## src/design/border_side_primitive_generator_macros.svh

```systemverilog
// Assertion helpers used by border_side_primitive_generator.sv.
`ifndef BORDER_SIDE_PRIMITIVE_GENERATOR_MACROS_SVH
`define BORDER_SIDE_PRIMITIVE_GENERATOR_MACROS_SVH
// Property that must hold whenever the block is out of reset.
`define BSPG_ASSERT(label, prop, msg) \
  label: assert property (@(posedge clk) disable iff (rst) (prop)) else $error(msg);
// Property checked at every edge, reset included.
`define BSPG_ASSERT_ALWAYS(label, prop, msg) \
  label: assert property (@(posedge clk) (prop)) else $error(msg);
`endif

```

## src/design/bspg_pkg.sv

```systemverilog
package bspg_pkg;
  localparam logic [1:0] SIDE_TOP    = 2'd0;
  localparam logic [1:0] SIDE_RIGHT  = 2'd1;
  localparam logic [1:0] SIDE_BOTTOM = 2'd2;
  localparam logic [1:0] SIDE_LEFT   = 2'd3;

  localparam logic [3:0] STYLE_DOTTED = 4'd1;
  localparam logic [3:0] STYLE_DASHED = 4'd2;
  localparam logic [3:0] STYLE_DOUBLE = 4'd3;
  localparam logic [3:0] STYLE_GROOVE = 4'd4;
  localparam logic [3:0] STYLE_RIDGE  = 4'd5;
  localparam logic [3:0] STYLE_INSET  = 4'd6;
  localparam logic [3:0] STYLE_OUTSET = 4'd7;
  localparam logic [3:0] STYLE_TRANSP = 4'd8;

  localparam logic [1:0] KIND_RECT   = 2'd0;
  localparam logic [1:0] KIND_POLY   = 2'd1;
  localparam logic [1:0] KIND_DASHED = 2'd2;
  localparam logic [1:0] KIND_DOTTED = 2'd3;

  localparam logic [2:0] SHADE_BASE  = 3'd0;
  localparam logic [2:0] SHADE_DARK  = 3'd1;
  localparam logic [2:0] SHADE_LIGHT = 3'd2;
  localparam logic [2:0] SHADE_DDARK = 3'd3;
  localparam logic [2:0] SHADE_DLIGHT = 3'd4;

  localparam logic [1:0] REG_CLIP_LEFT   = 2'd0;
  localparam logic [1:0] REG_CLIP_TOP    = 2'd1;
  localparam logic [1:0] REG_CLIP_RIGHT  = 2'd2;
  localparam logic [1:0] REG_CLIP_BOTTOM = 2'd3;

  typedef struct packed {
    logic       valid;
    logic [1:0] kind;
    logic [2:0] shade;
    logic       is_rect;
  } prim_ctl_t;
endpackage

```

## src/design/bspg_slot.sv

```systemverilog
module bspg_slot
  import bspg_pkg::*;
#(
  parameter int COORD_BITS = 16
) (
  input  logic                         clk,
  input  logic                         rst,
  input  logic                         adv,
  input  prim_ctl_t                    ctl_in,
  input  logic signed [COORD_BITS-1:0] pt_in [8],
  input  logic signed [COORD_BITS-1:0] clip_left,
  input  logic signed [COORD_BITS-1:0] clip_top,
  input  logic signed [COORD_BITS-1:0] clip_right,
  input  logic signed [COORD_BITS-1:0] clip_bottom,
  output prim_ctl_t                    ctl_out,
  output logic signed [COORD_BITS-1:0] pt_out [8]
);
  logic signed [COORD_BITS-1:0] x0, y0, x1, y1;
  logic keep;

  always_comb begin
    x0 = (clip_left > pt_in[0]) ? clip_left : pt_in[0];
    y0 = (clip_top > pt_in[1]) ? clip_top : pt_in[1];
    x1 = (clip_right < pt_in[2]) ? clip_right : pt_in[2];
    y1 = (clip_bottom < pt_in[3]) ? clip_bottom : pt_in[3];
    keep = !ctl_in.is_rect || ((x0 < x1) && (y0 < y1));
  end

  always_ff @(posedge clk) begin
    if (rst) begin
      ctl_out.valid <= 1'b0;
    end else if (adv) begin
      ctl_out.valid <= ctl_in.valid && keep;
    end
    if (adv) begin
      ctl_out.kind <= ctl_in.kind;
      ctl_out.shade <= ctl_in.shade;
      ctl_out.is_rect <= ctl_in.is_rect;
      if (ctl_in.is_rect) begin
        pt_out[0] <= x0;
        pt_out[1] <= y0;
        pt_out[2] <= x1;
        pt_out[3] <= y1;
        for (int i = 4; i < 8; i++) pt_out[i] <= '0;
      end else begin
        for (int i = 0; i < 8; i++) pt_out[i] <= pt_in[i];
      end
    end
  end
endmodule

```

## config.mk

```make
export PLATFORM = sky130hd
export DESIGN_NAME = bspg_slot
export DESIGN_NICKNAME = d
export VERILOG_FILES = /design/src/design/border_side_primitive_generator_macros.svh /design/src/design/bspg_pkg.sv /design/src/design/bspg_slot.sv
export SDC_FILE = /design/constraint.sdc
export NUM_CORES = 1
export LEC_CHECK = 0
export CAP_MARGIN = 20
export CORE_ASPECT_RATIO = 0.6
export CORE_UTILIZATION = 56
export DETAILED_ROUTE_END_ITERATION = 16
export DONT_BUFFER_PORTS = 1
export GPL_TIMING_DRIVEN = 0
export HOLD_SLACK_MARGIN = 0.08
export PLACE_DENSITY = 0.74
export SKIP_CTS_REPAIR_TIMING = 1
export SLEW_MARGIN = 20
export SYNTH_ARGS = -nofsm -noshare
export SYNTH_HDL_FRONTEND = slang
export SYNTH_SLANG_ARGS = --single-unit
export TNS_END_PERCENT = 30
```

## constraint.sdc

```tcl
create_clock -name clk -period 5.4 [get_ports clk]
set_input_delay 1.62 -clock clk [delete_from_list [all_inputs] [get_ports clk]]
set_output_delay 1.62 -clock clk [all_outputs]
set_load 0.1 [all_outputs]
```

* Yosys cells after proc, flatten, opt, wreduce, memory -nomap -nowiden
Cells that the tools add are included.
** Word-level totals
- Register bits :: 135
- Input bits :: 202
- Output and inout port bits :: 135
- Word-level logic and storage cells :: 27
** Operators by class
- $lt $le $gt $ge :: 6
- Muxes and demuxes :: 5
- Reductions and logical operators :: 4
** Operators by type and width (count)
- $mux 128 :: 1
- $lt 16x16->1 :: 4
- $mux 16 :: 4
- $gt 16x16->1 :: 2
- $logic_and 1x1->1 :: 2
- $logic_not 1->1 :: 1
- $logic_or 1x1->1 :: 1

* Longest topological paths before layout
Gate-level depths: netlist of the first run.
- Depth in word-level cells :: 6
- Depth in mapped cells :: 20
- Gate-level depth less buffers :: 18

* Worst setup path before layout of the first run
Ideal clock, no wire load.
- Path kind :: input -> register
- From :: input pt_in[123] (netlist name)
- To :: register ctl_out[6] (netlist name)
- Arrival :: 5.079 ns
- Data required time :: 5.328 ns
- Setup slack :: 0.249 ns
- Stages :: 19
- Path buffers :: 2
- Path through :: inv_1 -> ha_1 -> nand2_1 -> or4_4 -> o2111ai_2 -> nor2_1 -> or3_1 -> buf_6 -> buf_12 -> mux2_4 -> ha_1 -> nand4_1 -> a21oi_1 -> nor2_1 -> a211oi_1 -> nand2_1 -> o21ai_0 -> mux2i_1 -> o2bb2ai_1
** On the way
- Cells in the longest elaborated chain, start to end :: 6
** RTL lines
- start: declaration :: line bspg_slot.sv:10 : input logic signed [COORD_BITS-1:0] pt_in [8],
- $gt 16x16->1 :: line bspg_slot.sv:22 : x0 = (clip_left > pt_in[0]) ? clip_left : pt_in[0];
- $mux 16 (*) :: line bspg_slot.sv:22
- $lt 16x16->1 (*) :: line bspg_slot.sv:26 : keep = !ctl_in.is_rect || ((x0 < x1) && (y0 < y1));
- $logic_and 1x1->1 (*) :: line bspg_slot.sv:26
- $logic_or 1x1->1 (*) :: line bspg_slot.sv:26
- $logic_and 1x1->1 (*) :: line bspg_slot.sv:33 : ctl_out.valid <= ctl_in.valid && keep;
- end: declaration :: line bspg_slot.sv:15 : output prim_ctl_t ctl_out,
Every way passes the cells marked *; elsewhere a longest branch is shown, timed or not.
A chain may end at the register's enable or synchronous reset.

* Worst setup path in the final report of the first run
- From :: input pt_in[127] (netlist name)
- To :: register ctl_out[6] (netlist name)
The elaborated chain is that of the path after synthesis.

==> flow_summary.yaml, run 1 <==
clocking:
  cts_buffer_depth: 2
  cts-root-buf: "clkbuf_16"
  clk_latency_ns: 0.41
  cts.reportedPaths.clkPinSlew_ns: 0.07
  htreeDepth: 4
  clock-sinks: 135
  cts_tree: "yes"
  numCtsBuffers: 17
timing:
  min_period_ns: 5.217
  tightest_slew_ns: 1.047
  layout_worst_path_cycle_share_pct: 96.62
  fmax_mhz: 191.7
  skew_ns: 0
  hold_viol: 0
  rsz0062_at_grt: "no"
  setup_violations: 0
  drv_slew: 0
  slew-limit-headroom_pct: 30.09
  timing.final.ws_setup_ns: 0.1825
yosys:
  synth_area_per_cell_sq_um: 11.14
  yosys.area.top_type: "edfxtp_1"
  synth_edf_count: 134
  syn-instance-count: 743
  yosysWarnings: 0
  ys_types: 56
  synth_top_area_share_pct: 48.61
  synthTopCellsByArea: "edfxtp_1, ha_1, nor2b_1, mux2i_1, a21oi_1"
  ys_seq_elements: 135
  yosysMostFrequentCell: "edfxtp_1"
  ys_seq_area_share_pct: 48.85
  ys_top_cells_by_count: "edfxtp_1, ha_1, inv_1"
  synth_ff_type: "edfxtp_1"
  mappedNetlistArea_sq_mm: 0.008278
  async_reset_ff_share_pct: 0
  syn_nets: 1037
die:
  initial_core_util_pct: 58.97
  rows: 33
  die_h_um: 96.18
  ios: 337
  fp.dieW_um: 159.0
  core_area_sq_mm: 0.01404
  dieArea_sq_mm: 0.01529
routing:
  dr_wl_met3_um: 2191
  vias_per_cell: 6.018
  num_vias: 5825
  dr.pass1.iters: 5
  routed_wl_um: 22890
  top_layer: "met4"
  drc: 0
  drt_iter0_drc: 473
  wire_per_inst_um: 23.65
  wl_met1_um: 9715
  met2_length_um: 10360
  postRouteAntennaNets: 0
placement:
  place_ws_ns: -0.2159
  portBuffers: 0
  detailed_place_hpwl_um: 18070
  place_congestion: 0.9581
worst_setup_path:
  rr_worst_depth: 2
  worstPathRequired_ns: 5.74
  cp.arrival_ns: 5.56
  end_kind: "flip-flop"
  cp_cell_sequence: "inv_1 -> ha_1 -> nand2_2 -> or4_4 -> o2111ai_2 -> nor2_1 -> or3_1 -> buf_6 -> buf_12 -> mux2_4 -> ha_1 -> nand4_1 -> a21oi_1 -> nor2_1 -> a211oi_1 -> nand2_1 -> o21ai_0 -> mux2i_1 -> o2bb2ai_1"
  reg2reg_from: "ctl_out[6]$_SDFFE_PP0P_"
  critPathMaxStageDelay_ns: 0.51
  crit_fanout: 10
  cp-startpoint: "pt_in[127]"
  startpoint_type: "input port"
  slowest_stage: "or4_4"
  crit_type: "input port to flip-flop"
layout:
  syn_to_final_growth_pct: 9.840
  fill_cells: 1088
  drive_gt1_share_pct: 10.71
  seq_area_sq_mm: 0.004044
  multiInputGateArea_sq_mm: 0.003845
  num-nets-final: 1056
global_routing:
  track_usage_pct: 28.93
  antenna_found_initial: 0
  grt_pass1_vias: 5639
  grt_pass1_wl_um: 32510
  grt_max_degree: 137
  grt-ovfl-total: 0
pwr:
  pwr_density_cell_mw_per_mm2: 400.3
  ir_worst_vdd_mv: 0.2170
  p_leak_nw: 3.818
  power_mw: 3.640
min_path:
  hold_class: "flip-flop to flip-flop"
  holdCritStartpoint: "ctl_out[6]$_SDFFE_PP0P_"
  hold_depth: 2
status:
  status: "completed"
flow_run:
  max_cap_violations: 0
-- placed cells by master, fill, tap and decap left out, types with 18 or more instances in the layout --
master | Yosys | routed
nor2b_1 | 69 | 69
edfxtp_1 | 134 | 134
o21ai_0 | 35 | 35
clkbuf_1 | 18 | 18
inv_1 | 70 | 70
nor2_1 | 46 | 46
mux2_2 | 19 | 19
nand2_1 | 48 | 48
mux2i_1 | 35 | 35
a21oi_1 | 57 | 57
ha_1 | 92 | 92
-- power by group --
part / leakage [nW] / switching, mW / internal, mW
clock network: 0.265 / 0.519 / 0.608
logic: 2.24 / 0.278 / 0.222
registers: 1.31 / 0.737 / 1.28
-- cell type report --
cell class | count | share of cell area (%)
flip-flops and latches | 135 | 44.48
multi-input cells | 510 | 42.29
clock buffers | 17 | 4.679
inverters | 70 | 2.890
well taps | 192 | 2.642
plain buffers | 28 | 1.541
clock inverters | 15 | 1.459
diodes | 1 | 0.02752
-- stage by stage --
stage | instances | setup TNS, ns | instance area (sq um) | hold WS, ns | util [%]
6_report | 968 | 0 | 9092 | 1.076 | 64.77
5_1_grt | 967 | 0 | 9090 | 1.133 | 64.75
4_1_cts | 967 | 0 | 9076 | 1.069 | 64.65
3_5_place_dp | 935 | -0.2159 | 8518 | 1.054 | 60.68
3_3_place_gp | 935 | -0.1259 | 8518 | 1.055 | 60.68
2_1_floorplan | 743 | 0 | 8278 | 0.9942 | -
-- flip-flops by register name, summed over array words and instances (netlist names) --
| name | count |
|---|---|
| pt_out | 128 |
| ctl_out | 7 |
-- cells by family after synthesis --
kind of cell / count (synthesis) / synth area share (%)
and+or+nand+nor: 207 / 12.86
AOI/OAI and AO/OA: 143 / 10.34
DFF: 135 / 48.85
buffers and inverters: 98 / 4.867
adders and majority gates: 92 / 13.91
muxes: 68 / 9.175
-- routing by layer --
metal	track usage (%)	up-vias
li1	-	2731
met1	38.33	2750
met2	45.47	297
met3	8.832	47
met4	10.02	0
met5	0	-
-- path summary, 6_finish.rpt --
| kind | endpoint | slack (ns) |
|---|---|---|
| max | ctl_out[6]$_SDFFE_PP0P_ | 0.18 |
| min | ctl_out[6]$_SDFFE_PP0P_ | 1.08 |
| max reg2reg | ctl_out[6]$_SDFFE_PP0P_ | 4.00 |
| min reg2reg | ctl_out[6]$_SDFFE_PP0P_ | 1.08 |
-- worst max-delay path: cells and delay by family --
family | cells | cell delay [ns]
and+or+nand+nor | 7 | 1.29
AOI/OAI and AO/OA | 5 | 1.07
adders and majority gates | 2 | 0.66
muxes | 2 | 0.58
buffers and inverters | 3 | 0.33
Power figures use the tool's default switching activity.
==> run 2: changes to the inputs <==
--- a/config.mk
+++ b/config.mk
@@ -8,11 +8,12 @@
 export CAP_MARGIN = 20
 export CORE_ASPECT_RATIO = 0.6
 export CORE_UTILIZATION = 56
+export CTS_CLUSTER_SIZE = 25
 export DETAILED_ROUTE_END_ITERATION = 16
 export DONT_BUFFER_PORTS = 1
 export GPL_TIMING_DRIVEN = 0
 export HOLD_SLACK_MARGIN = 0.08
-export PLACE_DENSITY = 0.74
+export PLACE_DENSITY = 0.83
 export SKIP_CTS_REPAIR_TIMING = 1
 export SLEW_MARGIN = 20
 export SYNTH_ARGS = -nofsm -noshare
==> flow_summary.yaml, run 2 (same netlist as run 1, synthesis figures left out) <==
timing:
  skew_ns: 0
  fmax_mhz: 192.4
  drv_slew: 0
  fin_hold_ws_ns: 1.098
  slew-limit-headroom_pct: 33.10
  min_period_ns: 5.199
  tightest_slew_ns: 1.002
  hold_viol: 0
  setup_violations: 0
  layout_worst_path_cycle_share_pct: 96.27
worst_setup_path:
  r2r-end: "ctl_out[6]$_SDFFE_PP0P_"
  rrSetupSlack_ns: 3.98
  endpoint: "ctl_out[6]$_SDFFE_PP0P_"
  end_kind: "flip-flop"
  crit_fanout: 10
  rr_worst_depth: 2
  cp-startpoint: "pt_in[117]"
  cp.arrival_ns: 5.53
  crit_type: "input port to flip-flop"
  startpoint_type: "input port"
  worstPathRequired_ns: 5.73
  reg2reg_from: "ctl_out[6]$_SDFFE_PP0P_"
routing:
  num_vias: 5975
  postRouteAntennaNets: 0
  drt_iter0_drc: 500
  drc: 0
  vias_per_cell: 6.185
  dr.pass1.iters: 5
  wire_per_inst_um: 23.98
  routed_wl_um: 23170
clocking:
  clk_latency_ns: 0.40
  cts-root-buf: "clkbuf_16"
  cts_tree: "yes"
  cts.reportedPaths.clkPinSlew_ns: 0.06
  numCtsBuffers: 17
  htreeDepth: 4
  cts_buffer_depth: 2
  clock-sinks: 135
global_routing:
  grt_pass1_vias: 5817
  grt_max_degree: 137
  antenna_found_initial: 0
  grt-ovfl-total: 0
  track_usage_pct: 29.85
  grt_pass1_wl_um: 33510
layout:
  num-nets-final: 1056
  final_cell_mix: "edfxtp_1, ha_1, inv_1, nor2b_1, a21oi_1"
  post-route-util_pct: 65.26
  syn_to_final_growth_pct: 10.67
  fill_cells: 1092
  multiInputGateArea_sq_mm: 0.003861
  seq_area_sq_mm: 0.004044
  instances_no_fill: 966
  largestRegisters: "pt_out x128, ctl_out x7"
  fin_area_sq_mm: 0.009161
  largest_reg_flops: 128
  layout_commonest_cell: "edfxtp_1"
  regMostFlops: "pt_out"
  drive_gt1_share_pct: 10.85
  diodes: 0
pwr:
  ir_worst_vdd_mv: 0.2271
  power_mw: 3.767
  pwr_density_cell_mw_per_mm2: 411.1
  p_leak_nw: 3.846
die:
  rows: 33
  ios: 337
  fp.dieW_um: 159.0
  core_area_sq_mm: 0.01404
  dieArea_sq_mm: 0.01529
  initial_core_util_pct: 58.97
  die_h_um: 96.18
placement:
  place_congestion: 0.9168
  portBuffers: 0
  detailed_place_hpwl_um: 18020
  dp.cells: 935
  placement.cell_area_sq_mm: 0.008518
flow_run:
  max_cap_violations: 0
min_path:
  hold_class: "flip-flop to flip-flop"
status:
  status: "completed"
-- run 2: changes by cell type in the layout (fill, tap and decap cells not counted), sizes merged --
cell	before	now
bufinv	0	3
clkinvlp	4	3
diode	1	0
inv	80	77
-- run 2: how the worst min path moves through the flow --
stage	start	endpoint	slack [ns]	cells past startpoint
floorplan	ctl_out[6]$_SDFFE_PP0P_	ctl_out[6]$_SDFFE_PP0P_	0.99	2
global placement	ctl_out[6]$_SDFFE_PP0P_	ctl_out[6]$_SDFFE_PP0P_	1.04	2
detailed placement	ctl_out[6]$_SDFFE_PP0P_	ctl_out[6]$_SDFFE_PP0P_	1.05	2
CTS	ctl_out[6]$_SDFFE_PP0P_	ctl_out[6]$_SDFFE_PP0P_	1.10	2
global route	ctl_out[6]$_SDFFE_PP0P_	ctl_out[6]$_SDFFE_PP0P_	1.15	2
finish	ctl_out[6]$_SDFFE_PP0P_	ctl_out[6]$_SDFFE_PP0P_	1.10	2
-- run 2: area by class of cell --
type | count | area share [%]
buffer | 28 | 1.530
sequential | 135 | 44.14
clock inverter | 14 | 2.049
multi-input combinational | 510 | 42.15
tap | 192 | 2.622
inverter | 70 | 2.868
clock buffer | 17 | 4.644
-- run 2: metal layers --
layer | up-vias | part of all wire, % | global-route usage (%) | routed length (um)
met3 | 32 | 9.8 | 10.21 | 2279
met5 | - | 0 | 0 | 0
met4 | 0 | 1.5 | 9.615 | 342
li1 | 2729 | - | - | -
met1 | 2869 | 42 | 39.00 | 9765
met2 | 345 | 47 | 47.00 | 10780
-- run 2: stage by stage --
step | setup WS (ns) | setup TNS, ns
floorplan | 0.2492 | 0
global placement | -0.2190 | -0.2190
detailed placement | -0.3424 | -0.3424
CTS | 0.03794 | 0
global route | -0.03466 | -0.03466
finish | 0.2014 | 0
-- run 2: where the power goes --
group / total [mW] / leakage (nW) / internal, mW / switching (mW)
Clock: 1.24 / 0.291 / 0.739 / 0.499
Combinational: 0.515 / 2.24 / 0.226 / 0.289
Sequential: 2.01 / 1.31 / 1.28 / 0.738
Total: 3.77 / 3.85 / 2.24 / 1.53
-- run 2: critical path, cell delays in order --
cell       delay (ns)
inv_1            0.04
ha_1             0.33
a21o_1           0.19
a21o_1           0.20
a211oi_4         0.32
o211a_1          0.23
nor2_1           0.05
or3_1            0.33
buf_6            0.16
buf_12           0.15
mux2_4           0.33
ha_1             0.31
nand4_1          0.08
a21oi_1          0.14
nor2_1           0.07
a211oi_2         0.25
nand2_1          0.08
o21ai_1          0.19
mux2i_2          0.31
o2bb2ai_1        0.14
==> run 3: changes to the inputs <==
--- a/config.mk
+++ b/config.mk
@@ -6,14 +6,14 @@
 export NUM_CORES = 1
 export LEC_CHECK = 0
 export CAP_MARGIN = 20
-export CORE_ASPECT_RATIO = 0.6
-export CORE_UTILIZATION = 56
+export CORE_AREA = 2 2 132 134
 export CTS_CLUSTER_SIZE = 25
 export DETAILED_ROUTE_END_ITERATION = 16
+export DIE_AREA = 0 0 134 136
 export DONT_BUFFER_PORTS = 1
 export GPL_TIMING_DRIVEN = 0
 export HOLD_SLACK_MARGIN = 0.08
-export PLACE_DENSITY = 0.83
+export PLACE_DENSITY = 0.76
 export SKIP_CTS_REPAIR_TIMING = 1
 export SLEW_MARGIN = 20
 export SYNTH_ARGS = -nofsm -noshare
==> flow_summary.yaml, run 3 (same netlist as run 1, synthesis figures left out) <==
placement:
  detailed_place_hpwl_um: 17240
  portBuffers: 0
  place_congestion: 0.9310
  placement.cell_area_sq_mm: 0.008559
timing:
  skew_ns: 0
  fmax_mhz: 195.4
  slew-limit-headroom_pct: 32.75
  hold_viol: 0
  setup_violations: 0
  rsz0062_at_grt: "no"
  layout_worst_path_cycle_share_pct: 94.75
  drv_slew: 0
  min_period_ns: 5.117
  tightest_slew_ns: 1.007
routing:
  drc: 0
  drt_iter0_drc: 296
  routed_wl_um: 22000
  num_vias: 5792
  dr.pass1.iters: 5
  wire_per_inst_um: 22.00
  vias_per_cell: 5.792
  postRouteAntennaNets: 0
die:
  core_area_sq_mm: 0.01688
  initial_core_util_pct: 49.05
  rows: 48
  ios: 337
  fp.dieW_um: 134
  dieArea_sq_mm: 0.01822
  die_h_um: 136
worst_setup_path:
  crit_family: "simple AND/OR/NAND/NOR gates"
  slowest_stage: "or4_4"
  crit_type: "input port to flip-flop"
  rrSetupSlack_ns: 4.04
  worstPathRequired_ns: 5.75
  cp_num_buf_inv: 3
  path_depth: 19
  crit_fanout: 10
  endpoint: "ctl_out[6]$_SDFFE_PP0P_"
  r2r-end: "ctl_out[6]$_SDFFE_PP0P_"
  cp.arrival_ns: 5.47
  startpoint_type: "input port"
  cp_cell_sequence: "inv_1 -> ha_1 -> nand2_2 -> or4_4 -> o2111ai_2 -> nor2_1 -> or3_1 -> buf_6 -> buf_12 -> mux2_4 -> ha_1 -> a21oi_1 -> nor2b_1 -> o21ai_0 -> a211oi_2 -> nand2_1 -> o21ai_0 -> mux2i_1 -> o2bb2ai_1"
  critPathMaxStageDelay_ns: 0.52
  rr_worst_depth: 2
  cp-startpoint: "pt_in[127]"
  reg2reg_from: "ctl_out[6]$_SDFFE_PP0P_"
  end_kind: "flip-flop"
pwr:
  ir_worst_vdd_mv: 0.2119
  pwr_density_cell_mw_per_mm2: 409.7
  p_leak_nw: 3.871
  power_mw: 3.782
layout:
  drive_gt1_share_pct: 10.84
  largest_reg_flops: 128
  diodes: 0
  largestRegisters: "pt_out x128, ctl_out x7"
  layout_commonest_cell: "edfxtp_1"
  syn_to_final_growth_pct: 11.52
  regMostFlops: "pt_out"
  post-route-util_pct: 54.70
  fin_area_sq_mm: 0.009231
  num-nets-final: 1056
  final_cell_mix: "edfxtp_1, ha_1, inv_1, nor2b_1, a21oi_1"
clocking:
  cts-root-buf: "clkbuf_16"
  cts_tree: "yes"
  clock-sinks: 135
  htreeDepth: 4
  cts.reportedPaths.clkPinSlew_ns: 0.06
  cts_buffer_depth: 2
  numCtsBuffers: 17
  clk_latency_ns: 0.42
min_path:
  hold_class: "flip-flop to flip-flop"
  hold_depth: 2
flow_run:
  max_cap_violations: 0
global_routing:
  grt_pass1_wl_um: 31680
  grt-ovfl-total: 0
  grt_pass1_vias: 5596
  grt_max_degree: 137
  antenna_found_initial: 0
  track_usage_pct: 23.30
status:
  status: "completed"
-- run 3: final cells by class --
class	count	area [sq um]
plain buffers	28	140.1
clock buffers	17	425.4
inverters	70	262.8
clock inverters	15	227.7
fillers	1386	7645
multi-input cells	510	3850
flip-flops and latches	135	4044
well taps	225	281.5
-- run 3: stage by stage --
step	instances	setup TNS, ns	hold slack, ns	worst slack, ns
final	1000	0	1.047	0.2833
after global routing	1000	0	1.109	0.03706
after CTS	1000	0	1.053	0.1613
after detailed placement	968	-0.2471	1.042	-0.2471
after global placement	968	-0.1934	1.041	-0.1934
after floorplan	743	0	0.9942	0.2492
-- run 3: tightest hold or removal path, stage by stage, from the launching register on --
cell and delay (ns):
dfxtp_1 0.66, mux2i_1 0.28, o2bb2ai_1 0.07
-- run 3: how the worst min path moves through the flow --
stage	start	end	slack, ns
global placement	ctl_out[6]$_SDFFE_PP0P_	ctl_out[6]$_SDFFE_PP0P_	1.04
global route	ctl_out[6]$_SDFFE_PP0P_	ctl_out[6]$_SDFFE_PP0P_	1.11
finish	ctl_out[6]$_SDFFE_PP0P_	ctl_out[6]$_SDFFE_PP0P_	1.05
CTS	ctl_out[6]$_SDFFE_PP0P_	ctl_out[6]$_SDFFE_PP0P_	1.05
floorplan	ctl_out[6]$_SDFFE_PP0P_	ctl_out[6]$_SDFFE_PP0P_	0.99
detailed placement	ctl_out[6]$_SDFFE_PP0P_	ctl_out[6]$_SDFFE_PP0P_	1.04
-- run 3: layer usage --
layer	vias to the layer above	global-route usage, %	wire, um
li1	2740	-	-
met4	0	10.70	815
met3	55	7.718	2036
met5	-	0	0
met1	2704	28.22	8626
met2	293	37.81	10520
-- run 3: report_power, final --
group	switching (mW)	internal (mW)	total, mW
Clock	0.526	0.758	1.28
Combinational	0.268	0.221	0.488
Sequential	0.735	1.28	2.01
Total	1.53	2.25	3.78
